`src/weighted_fair_queue_scheduler_unit_defines.svh`:
```
// assertion macros for the weighted fair queue scheduler
`ifndef WEIGHTED_FAIR_QUEUE_SCHEDULER_UNIT_DEFINES_SVH
`define WEIGHTED_FAIR_QUEUE_SCHEDULER_UNIT_DEFINES_SVH
`ifndef SYNTHESIS
`define WFQS_ASSERT_IMP(lbl, clk, rst_n, ante, cons) \
  lbl: assert property (@(posedge clk) disable iff (!rst_n) (ante) |-> (cons)) \
    else $error("wfqs assertion failed");
`define WFQS_ASSERT_NXT(lbl, clk, rst_n, ante, cons) \
  lbl: assert property (@(posedge clk) disable iff (!rst_n) (ante) |=> (cons)) \
    else $error("wfqs assertion failed");
`else
`define WFQS_ASSERT_IMP(lbl, clk, rst_n, ante, cons)
`define WFQS_ASSERT_NXT(lbl, clk, rst_n, ante, cons)
`endif
`endif

```
`src/wfqs_pkg.sv`:
```
// shared types, constants and helpers of the weighted fair queue scheduler
package wfqs_pkg;

  localparam int QUEUES   = 4;
  localparam int CAPACITY = 32;
  localparam int CNT_W    = $clog2(CAPACITY + 1);
  localparam logic [31:0] TIME_MAX = 32'hFFFF_FFFF;

  localparam logic OP_ARRIVE = 1'b0;
  localparam logic OP_FLUSH  = 1'b1;
  localparam logic KIND_SENT = 1'b0;
  localparam logic KIND_DROP = 1'b1;

  localparam logic [2:0] REG_RATE    = 3'd0;
  localparam logic [2:0] REG_WEIGHT0 = 3'd1;
  localparam logic [2:0] REG_WEIGHT1 = 3'd2;
  localparam logic [2:0] REG_WEIGHT2 = 3'd3;
  localparam logic [2:0] REG_WEIGHT3 = 3'd4;

  typedef struct packed {
    logic        opcode;
    logic [31:0] arr_time;
    logic [15:0] packet_id;
    logic [1:0]  queue_index;
    logic [15:0] packet_size;
  } in_t;

  typedef struct packed {
    logic        kind;
    logic [31:0] done_time;
    logic [15:0] sent_id;
    logic [1:0]  sent_queue;
    logic        last;
  } out_t;

  typedef struct packed {
    logic [31:0] finish;
    logic [31:0] arrival;
    logic [15:0] id;
    logic [1:0]  queue;
    logic [15:0] size;
  } entry_t;

  typedef enum logic [1:0] {CELL_HOLD, CELL_INSERT, CELL_POP} cell_cmd_t;

  typedef struct packed {
    logic busy;
    logic done;
  } div_stat_t;

  typedef enum logic [2:0] {
    ST_IDLE, ST_SEND_CHK, ST_SEND_DIV, ST_SEND_OUT,
    ST_STORE_CHK, ST_FIN_DIV, ST_INSERT, ST_DROP_OUT
  } state_t;

  // strict order on (finish, arrival, id)
  function automatic logic key_less(entry_t a, entry_t b);
    if (a.finish != b.finish) return a.finish < b.finish;
    if (a.arrival != b.arrival) return a.arrival < b.arrival;
    return a.id < b.id;
  endfunction

  function automatic logic [31:0] sat_add(logic [31:0] base, logic [31:0] inc);
    logic [32:0] sum;
    sum = {1'b0, base} + {1'b0, inc};
    return sum[32] ? TIME_MAX : sum[31:0];
  endfunction

endpackage

```
`src/wfqs_cell.sv`:
```
// one slot of the sorted packet chain
module wfqs_cell (
  input  logic               clk,
  input  wfqs_pkg::cell_cmd_t cmd,
  input  logic               occupied,
  input  logic               left_ge,
  input  wfqs_pkg::entry_t   new_entry,
  input  wfqs_pkg::entry_t   left_entry,
  input  wfqs_pkg::entry_t   right_entry,
  output logic               ge,
  output wfqs_pkg::entry_t   entry
);

  wfqs_pkg::entry_t entry_r;

  // new key sorts at or after this slot
  assign ge    = occupied && !wfqs_pkg::key_less(new_entry, entry_r);
  assign entry = entry_r;

  always_ff @(posedge clk) begin
    case (cmd)
      wfqs_pkg::CELL_INSERT: begin
        if (!ge) begin
          entry_r <= left_ge ? new_entry : left_entry;
        end
      end
      wfqs_pkg::CELL_POP: entry_r <= right_entry;
      default: entry_r <= entry_r;
    endcase
  end

endmodule

```
`config.mk`:
```
export PLATFORM = sky130hd
export DESIGN_NAME = wfqs_cell
export DESIGN_NICKNAME = d
export VERILOG_FILES = /design/src/weighted_fair_queue_scheduler_unit_defines.svh /design/src/wfqs_pkg.sv /design/src/wfqs_cell.sv
export SDC_FILE = /design/constraint.sdc
export NUM_CORES = 1
export LEC_CHECK = 0
export ABC_AREA = 0
export BUFFER_PORTS_ARGS = -buffer_cell sky130_fd_sc_hd__buf_2
export CAP_MARGIN = 0
export CORE_AREA = 2 2 153 155
export CTS_CLUSTER_SIZE = 8
export DETAILED_ROUTE_END_ITERATION = 12
export DIE_AREA = 0 0 155 157
export MAX_ROUTING_LAYER = met4
export PLACE_DENSITY = 0.61
export SLEW_MARGIN = 5
export SYNTH_ARGS = -nofsm -noshare
export SYNTH_HDL_FRONTEND = slang
export SYNTH_SLANG_ARGS = --single-unit
```
`constraint.sdc`:
```
create_clock -name clk -period 6.4 [get_ports clk]
set_input_delay 1.28 -clock clk [delete_from_list [all_inputs] [get_ports clk]]
set_output_delay 1.28 -clock clk [all_outputs]
set_load 0.05 [all_outputs]
```
==> flow_summary.ini <==
[clocking]
root_buffer = clkbuf_16
cts_tree = done
numCtsBuffers = 9
clk_latency_ns = 0.35
ctsHoldBuffers = 0
clock_path_buffers = 2
cts.clk_slew.worst_paths_ns = 0.07
cts_resized = 0
postCtsSetupRepairBufs = 0
clkSinkCount = 98
htree_num_levels = 3

[timing]
max_freq_mhz = 218.8
setup-tns-final_ns = 0
fin_crit_sh_pct = 71.41
relSlewSlack_pct = 40.45
final_hold_viol_count = 0
setup_viol = 0
whs_ns = 1.201
fin_worst_skew_ns = 0.009748
setup_slack_ns = 1.829
rsz0062_at_grt = false
tightestPinTransition_ns = 0.8933
period_needed_ns = 4.571
slew_viol_final = 0

[yosys]
yosys-mux-area-fraction_pct = 13.94
synth-compound-area-share_pct = 13.01
synth-xor-area-share_pct = 0
synth_seq_area_share_pct = 41.81
ys_types = 44
syn_area_per_cell_um2 = 9.845
synth_edf_count = 98
synth_flop_cell = edfxtp_1
yosys_warnings = 0
synthArstFlopShare_pct = 0
synthAdderAreaFrac_pct = 14.04
syn-cell-area_mm2 = 0.007039
yosys.area_share.simple_pct = 10.56
syn-num-nets = 1093
synth_top_family_by_area = adder cells
yosys_register_bits = 98
synth_cells = 715

[grt]
grt_max_degree = 89
grt.overflow.total = 0
grt_first_pass_wirelength_um = 33640
grt_pass1_vias = 6324
antenna_found_initial = 1
grtUsageTotal_pct = 18.47

[place]
post-place-cells = 1370
gp_congestion = 0.8681
place_area_mm2 = 0.009291
dp.final_hpwl_um = 18630
dp_slack_ns = 1.733
port_buffers = 397

[floorplan]
die-area_mm2 = 0.02434
io-pin-count = 398
fp.dieW_um = 155
die_h_um = 157
rows = 55
start_util_pct = 31.28
core_mm2 = 0.02250

[worst_setup_path]
crit_path_max_incr_delay_ns = 0.50
path_class = input port to output port
path_buf_inv = 2
cp_common_cell = buf_2
crit_chain = buf_2 > ha_1 > nand4_2 > nor4_2 > o2111ai_1 > a211oi_1 > nor3_1 > buf_2
crit_arrival_ns = 3.29
start_kind = input port
cp_top_family = simple AND/OR/NAND/NOR gates
crit_path_top_delay_cell = nor4_2
critical_path_required_ns = 5.12
cp_max_fo = 3
end_kind = output port

[job]
cap_violations = 0

[cells_and_area]
largest_register_ffs = 98
area_delta_synth_final_pct = 36.08
stdcell_count = 1386
drive_gt1_share_pct = 38.91
fin_area_mm2 = 0.009579
fin_util_pct = 42.57
final_nets = 1474

[route]
wirelength_um = 22420
drt_iter0_markers = 365
drc = 0
vias = 6557
wl_per_cell_um = 16.18
ant_nets = 0
drt-pass1-iter-count = 4
routed_via_density = 4.731

[status]
status = complete, no violations

[power_and_ir_drop]
power_mw = 2.057
leakagePower_nw = 4.818
ir_drop_uv = 127.4
power.density_mw_per_mm2 = 214.8

[min_path]
hp-class = input port to register
-- routing by layer --
metal	wire (µm)	vias up	track usage, %
li1	-	3323	-
met1	9318	2941	21.77
met2	11170	251	31.79
met3	1376	42	3.689
met5	0	-	-
met4	563	0	5.952
-- worst register-to-register path, cell delays in order, from the launching register on --
cell and delay (ns):
edfxtp_1 0.36, inv_1 0.05, ha_1 0.32, nand4_2 0.16, nor4_2 0.50, o2111ai_1 0.21
a211oi_1 0.36, o32a_2 0.75, buf_4 0.40
-- final timing paths --
path / from / endpoint / slack (ns) / depth (start not counted)
hold reg to reg: entry[33] / entry[89] / 1.75 / 6
setup / recovery: new_entry[48] / ge / 1.83 / 8
hold / removal: right_entry[38] / entry[38] / 1.20 / 3
setup reg to reg: entry[48] / entry[65] / 2.95 / 8
-- cells in the final DEF (no fill, tap or decap), drive strengths merged, types with 10 or more instances in the layout --
cell type / Yosys / final
buf: 17 / 403
o21ai: 116 / 116
edfxtp: 98 / 98
nand4: 14 / 14
clkbuf: 16 / 10
a21oi: 28 / 28
nor2: 10 / 10
inv: 81 / 81
mux2i: 98 / 98
nand2: 114 / 114
ha: 79 / 79
-- logic make-up (layout without fill, tap and decap cells) --
group	count (synthesis)	after routing
AO/OA/AOI/OAI	167	167
AND/OR/NAND/NOR	159	159
buffers and inverters	114	499
multiplexers	98	98
flip-flops	98	98
adder cells (fa/ha/maj)	79	79
other	0	1
-- area by class of cell --
type | instances | area, µm²
Antenna cell | 1 | 2.502
Clock buffer | 10 | 229.0
Clock inverter | 5 | 56.30
Fill cell | 2260 | 12920
Inverter | 81 | 304.0
Multi-Input combinational cell | 503 | 3637
Sequential cell | 98 | 2943
Tap cell | 285 | 356.6
Timing Repair Buffer | 403 | 2051
-- report_power, final --
part	internal, mW	leakage (nW)	switching, mW
clock	0.300	0.128	0.245
sequential	0.790	0.946	0.0275
combinational	0.229	3.74	0.465
total	1.32	4.82	0.737
-- synth_stat cells (4+ instances only) --
| cell type | n | share of area [%] |
|---|---|---|
| nand2_1 | 114 | 6.1 |
| edfxtp_1 | 98 | 42 |
| mux2i_1 | 98 | 14 |
| o21ai_0 | 92 | 6.5 |
| inv_1 | 81 | 4.3 |
| ha_1 | 79 | 14 |
| a21oi_1 | 28 | 2.0 |
| o21ai_1 | 24 | 1.7 |
| buf_2 | 15 | 1.1 |
| clkbuf_1 | 15 | 0.80 |
| nand4_1 | 10 | 0.89 |
| nor2_1 | 10 | 0.53 |
| a21o_1 | 5 | 0.53 |
| nand3_1 | 5 | 0.36 |
| a211oi_1 | 4 | 0.43 |
(Power assumes the default switching activity.)
