===== src/weighted_fair_queue_scheduler_unit_defines.svh =====
// assertion macros for the weighted fair queue scheduler
`ifndef WEIGHTED_FAIR_QUEUE_SCHEDULER_UNIT_DEFINES_SVH
`define WEIGHTED_FAIR_QUEUE_SCHEDULER_UNIT_DEFINES_SVH
`ifndef SYNTHESIS
`define WFQS_ASSERT_IMP(lbl, clk, rst_n, ante, cons) \
  lbl: assert property (@(posedge clk) disable iff (!rst_n) (ante) |-> (cons)) \
    else $error("wfqs assertion failed");
`define WFQS_ASSERT_NXT(lbl, clk, rst_n, ante, cons) \
  lbl: assert property (@(posedge clk) disable iff (!rst_n) (ante) |=> (cons)) \
    else $error("wfqs assertion failed");
`else
`define WFQS_ASSERT_IMP(lbl, clk, rst_n, ante, cons)
`define WFQS_ASSERT_NXT(lbl, clk, rst_n, ante, cons)
`endif
`endif


===== src/wfqs_pkg.sv =====
// shared types, constants and helpers of the weighted fair queue scheduler
package wfqs_pkg;

  localparam int QUEUES   = 4;
  localparam int CAPACITY = 32;
  localparam int CNT_W    = $clog2(CAPACITY + 1);
  localparam logic [31:0] TIME_MAX = 32'hFFFF_FFFF;

  localparam logic OP_ARRIVE = 1'b0;
  localparam logic OP_FLUSH  = 1'b1;
  localparam logic KIND_SENT = 1'b0;
  localparam logic KIND_DROP = 1'b1;

  localparam logic [2:0] REG_RATE    = 3'd0;
  localparam logic [2:0] REG_WEIGHT0 = 3'd1;
  localparam logic [2:0] REG_WEIGHT1 = 3'd2;
  localparam logic [2:0] REG_WEIGHT2 = 3'd3;
  localparam logic [2:0] REG_WEIGHT3 = 3'd4;

  typedef struct packed {
    logic        opcode;
    logic [31:0] arr_time;
    logic [15:0] packet_id;
    logic [1:0]  queue_index;
    logic [15:0] packet_size;
  } in_t;

  typedef struct packed {
    logic        kind;
    logic [31:0] done_time;
    logic [15:0] sent_id;
    logic [1:0]  sent_queue;
    logic        last;
  } out_t;

  typedef struct packed {
    logic [31:0] finish;
    logic [31:0] arrival;
    logic [15:0] id;
    logic [1:0]  queue;
    logic [15:0] size;
  } entry_t;

  typedef enum logic [1:0] {CELL_HOLD, CELL_INSERT, CELL_POP} cell_cmd_t;

  typedef struct packed {
    logic busy;
    logic done;
  } div_stat_t;

  typedef enum logic [2:0] {
    ST_IDLE, ST_SEND_CHK, ST_SEND_DIV, ST_SEND_OUT,
    ST_STORE_CHK, ST_FIN_DIV, ST_INSERT, ST_DROP_OUT
  } state_t;

  // strict order on (finish, arrival, id)
  function automatic logic key_less(entry_t a, entry_t b);
    if (a.finish != b.finish) return a.finish < b.finish;
    if (a.arrival != b.arrival) return a.arrival < b.arrival;
    return a.id < b.id;
  endfunction

  function automatic logic [31:0] sat_add(logic [31:0] base, logic [31:0] inc);
    logic [32:0] sum;
    sum = {1'b0, base} + {1'b0, inc};
    return sum[32] ? TIME_MAX : sum[31:0];
  endfunction

endpackage


===== src/wfqs_div.sv =====
// restoring divider, one quotient bit per cycle
module wfqs_div (
  input  logic                clk,
  input  logic                rst_n,
  input  logic                start,
  input  logic [31:0]         dividend,
  input  logic [15:0]         divisor,
  output wfqs_pkg::div_stat_t stat,
  output logic [31:0]         quotient
);

  logic [15:0] rem_r, rem_nxt;
  logic [31:0] quo_r, quo_nxt;
  logic [15:0] dvs_r;
  logic [4:0]  cnt_r;
  logic        busy_r, done_r;
  logic [16:0] shifted;
  logic [17:0] diff;

  always_comb begin
    shifted = {rem_r, quo_r[31]};
    diff    = {1'b0, shifted} - {2'b00, dvs_r};
    if (!diff[17]) begin
      rem_nxt = diff[15:0];
      quo_nxt = {quo_r[30:0], 1'b1};
    end else begin
      rem_nxt = shifted[15:0];
      quo_nxt = {quo_r[30:0], 1'b0};
    end
  end

  always_ff @(posedge clk) begin
    if (!rst_n) begin
      busy_r <= 1'b0;
      done_r <= 1'b0;
      cnt_r  <= '0;
    end else begin
      done_r <= 1'b0;
      if (start) begin
        busy_r <= 1'b1;
        cnt_r  <= '0;
      end else if (busy_r) begin
        cnt_r <= cnt_r + 5'd1;
        if (cnt_r == 5'd31) begin
          busy_r <= 1'b0;
          done_r <= 1'b1;
        end
      end
    end
  end

  always_ff @(posedge clk) begin
    if (start) begin
      rem_r <= '0;
      quo_r <= dividend;
      dvs_r <= divisor;
    end else if (busy_r) begin
      rem_r <= rem_nxt;
      quo_r <= quo_nxt;
    end
  end

  assign stat.busy = busy_r;
  assign stat.done = done_r;
  assign quotient  = quo_r;

endmodule


===== config.mk =====
export PLATFORM = sky130hd
export DESIGN_NAME = wfqs_div
export DESIGN_NICKNAME = d
export VERILOG_FILES = /design/src/weighted_fair_queue_scheduler_unit_defines.svh /design/src/wfqs_pkg.sv /design/src/wfqs_div.sv
export SDC_FILE = /design/constraint.sdc
export NUM_CORES = 1
export LEC_CHECK = 0
export BUFFER_PORTS_ARGS = -buffer_cell sky130_fd_sc_hd__buf_2
export CAP_MARGIN = 20
export CORE_ASPECT_RATIO = 1.75
export CORE_MARGIN = 2
export CORE_UTILIZATION = 55
export CTS_BUF_LIST = sky130_fd_sc_hd__clkbuf_4
export DETAILED_ROUTE_END_ITERATION = 10
export PLACE_DENSITY = 0.81
export RECOVER_POWER = 100
export SLEW_MARGIN = 25
export SYNTH_ARGS = -nofsm -noshare
export SYNTH_HDL_FRONTEND = slang
export SYNTH_SLANG_ARGS = --single-unit
export TNS_END_PERCENT = 20

===== constraint.sdc =====
create_clock -name clk -period 3.42 [get_ports clk]
set_clock_uncertainty 0.1 [all_clocks]
set_input_delay 0.171 -clock clk [delete_from_list [all_inputs] [get_ports clk]]
set_output_delay 0.171 -clock clk [all_outputs]
set_load 0.02 [all_outputs]

==> metrics.yaml <==
fmax_mhz: 336.0
wl_per_cell_um: 18.58
period_share_pct: 87.01
rows: 39
fp.dieW_um: 66.52
final.setup.tns_ps: 0
synth_cell_types: 62
synth-seq-cells: 71
synth.avg_cell_area_um2: 11.44
synth_edf_count: 48
slew_viol_final: 60
clockBufferDepth: 2
dp_hpwl_um: 6578
grt_pass1_vias: 3562
synth_largest_area_cell: "edfxtp_1"
critPathLaunchType: "input port"
cts_made_buffers: 9
critPathKind: "in -> reg"
syn_area_um2: 3762
cts_resized: 0
hold_slack_ps: 174.4
cts_root_buf: "clkbuf_4"
worstHoldStart: "start"
synthCells: 329
htree_levels: 3
peakVddDrop_mv: 0.3312
power.internal_mw: 1.403
drive_gt1_share_pct: 22.44
drv_cap: 1
tightest_slew_ps: 3102
p_sw_share_pct: 29.09
synth.area.top_cells: "edfxtp_1 (38%), dfxtp_1 (12%), mux2_2 (9.3%), ha_1 (6.0%), nor2_1 (2.5%)"
first_pass_iters: 5
num_vias: 3280
ys_async_sr_fraction_pct: 0
min_path_type: "in -> reg"
clkLatencyLatePin_ps: 440
worstRegToRegCells: 7
drc: 0
track_usage_pct: 29.39
postRouteAntennaNets: 0
ios: 85
die-area_um2: 7544
grt_pass1_wl_um: 16640
min_to: "rem_r[2]"
antenna_found_initial: 0
clk_pin_slew_worst_paths_ps: 120
cp-end-kind: "flip-flop"
r2r_start: "rem_r[11]"
ys_seq_area_share_pct: 50.55
critPathArrivalTime_ps: 3040
die_height_um: 113.4
outcome: "finished with violations"
port_buffers: 84
syn_nets: 399
routed_wl_um: 10220
pwr-share-clk_pct: 25.9
grt_max_degree: 60
p_sw_mw: 0.5756
p_comb_share_pct: 21.7
violations: "capacitance limit, slew limit"
max_slew_margin_pct: -106.8
p_seq_share_pct: 52.4
synthFlopType: "edfxtp_1"
holdPathStages: 4
power_mw: 1.978
r2r-end: "rem_r[5]"
cts.sinks: 71
core_um2: 6588
rsz0062_at_grt: "no"
post-route-min-period_ps: 2976
r2r_slack_ps: 540
routabilityCongestion: 0.9325
areaGrowthSynthToFinish_pct: 27.40
crit_start: "start"
gr-total-overflow: 0
hold_viol_final: 0
leakagePower_nw: 1.961
diodes: 0
initial_utilization_pct: 57.11
viasPerCell: 5.964
power_density_nw_per_um2: 412.7
cts_tree: "yes"
cp_max_fo: 59
setup_viol: 0
fin_nets: 533
synth_top_area_share_pct: 38.31
yosys_warnings: 0
worstPathRequired_ps: 3490
drt_iter0_markers: 213
worst max-delay path, cell delays in order:
cell	delay [ps]
clkbuf_1	130
clkbuf_1	2200
mux2_2	490
how the worst max path moves through the flow:
stage,endpoint,cells past startpoint
6_report,quotient[4],3
2_1_floorplan,rem_r[12],10
5_1_grt,rem_r[0],4
4_1_cts,rem_r[12],10
3_3_place_gp,rem_r[12],10
3_5_place_dp,rem_r[12],10
state kept, by name, indices dropped and copies added (netlist names):
signal,count
rem_r,16
cnt_r,5
dvs_r,16
busy_r,1
done_r,1
quotient,32
power groups by stage:
stage	combinational [mW]	sequential, mW	clock, mW
3_3_place_gp	0.374	1.05	0
2_1_floorplan	0.216	1.09	0
6_report	0.430	1.04	0.512
5_1_grt	0.463	1.04	0.552
3_5_place_dp	0.388	1.05	0
4_1_cts	0.432	1.03	0.526
layout by cell type (no fill, tap or decap), drive strengths merged, types with 3 or more instances in the layout:
cell type	synthesis	final
dlygate4sd3	0	49
o211ai	4	4
clkbuf	9	48
a311oi	5	5
buf	5	50
o21ai	13	13
a21o	3	3
inv	23	23
o31ai	5	5
clkinv	0	5
a21oi	16	16
nor2	26	26
a41oi	4	4
edfxtp	48	48
nand3	6	6
xnor2	6	6
nand4	5	5
mux2	31	31
nand2	19	19
nor3	5	5
dfxtp	23	23
ha	18	18
and3	4	4
xor2	8	8
and2	5	5
nand2b	4	4
a211oi	4	4
metrics by stage:
stage | instance area [um2] | setup slack, ps | utilization (%) | cells
detailed placement | 4247 | 726.8 | 64.46 | 485
global placement | 4247 | 889.5 | 64.46 | 485
finish | 4793 | 444.2 | 72.76 | 550
CTS | 4863 | 713.6 | 73.83 | 550
floorplan | 3762 | 877.4 | - | 329
global route | 4793 | 240.7 | 72.76 | 550
cell type report:
cell class | instances | area, um2
Clock inverter | 6 | 51.30
Tap cell | 82 | 102.6
Inverter | 23 | 86.33
Timing Repair Buffer | 137 | 887.1
Fill cell | 471 | 1794
Sequential cell | 71 | 1902
Clock buffer | 10 | 75.07
Multi-Input combinational cell | 221 | 1689
logic make-up (layout without fill, tap and decap cells):
| kind of cell | after synthesis | in the layout | share of synthesized area, % |
|---|---|---|---|
| buffers and inverters | 37 | 176 | 4.123 |
| muxes | 33 | 33 | 9.810 |
| DFF | 71 | 71 | 50.55 |
| and+or+nand+nor | 81 | 81 | 10.51 |
| adders and majority gates | 19 | 19 | 6.518 |
| xor gates and xnor gates | 14 | 14 | 3.259 |
| AOI/OAI and AO/OA | 74 | 74 | 15.23 |
synthesized netlist by cell type, drive strengths merged (2+ instances only):
cell type,count
nand2,19
a41oi,4
a21o,3
edfxtp,48
buf,5
clkbuf,9
o311ai,2
nand2b,4
xor2,8
nand3,6
o211ai,4
nor3,5
o31ai,5
xnor2,6
inv,23
nor4,2
a311oi,5
mux2i,2
o21bai,2
nand4,5
nor2,26
a211o,2
and2,5
and3,4
mux2,31
o21a,2
ha,18
or3,2
a21oi,16
a211oi,4
dfxtp,23
o21ai,13
o211a,2
per-layer routing:
metal / global-route usage [%] / part of all wire [%]
met5: 0 / 0
met2: 51.93 / 54
met1: 31.11 / 34
met4: 17.01 / 4.4
met3: 6.410 / 6.8
what timing repair did:
action	in CTS	in global routing
endpoints found under the hold margin	51	0
hold buffers	49	0
setup buffers	0	0
Power figures use the tool's default switching activity.
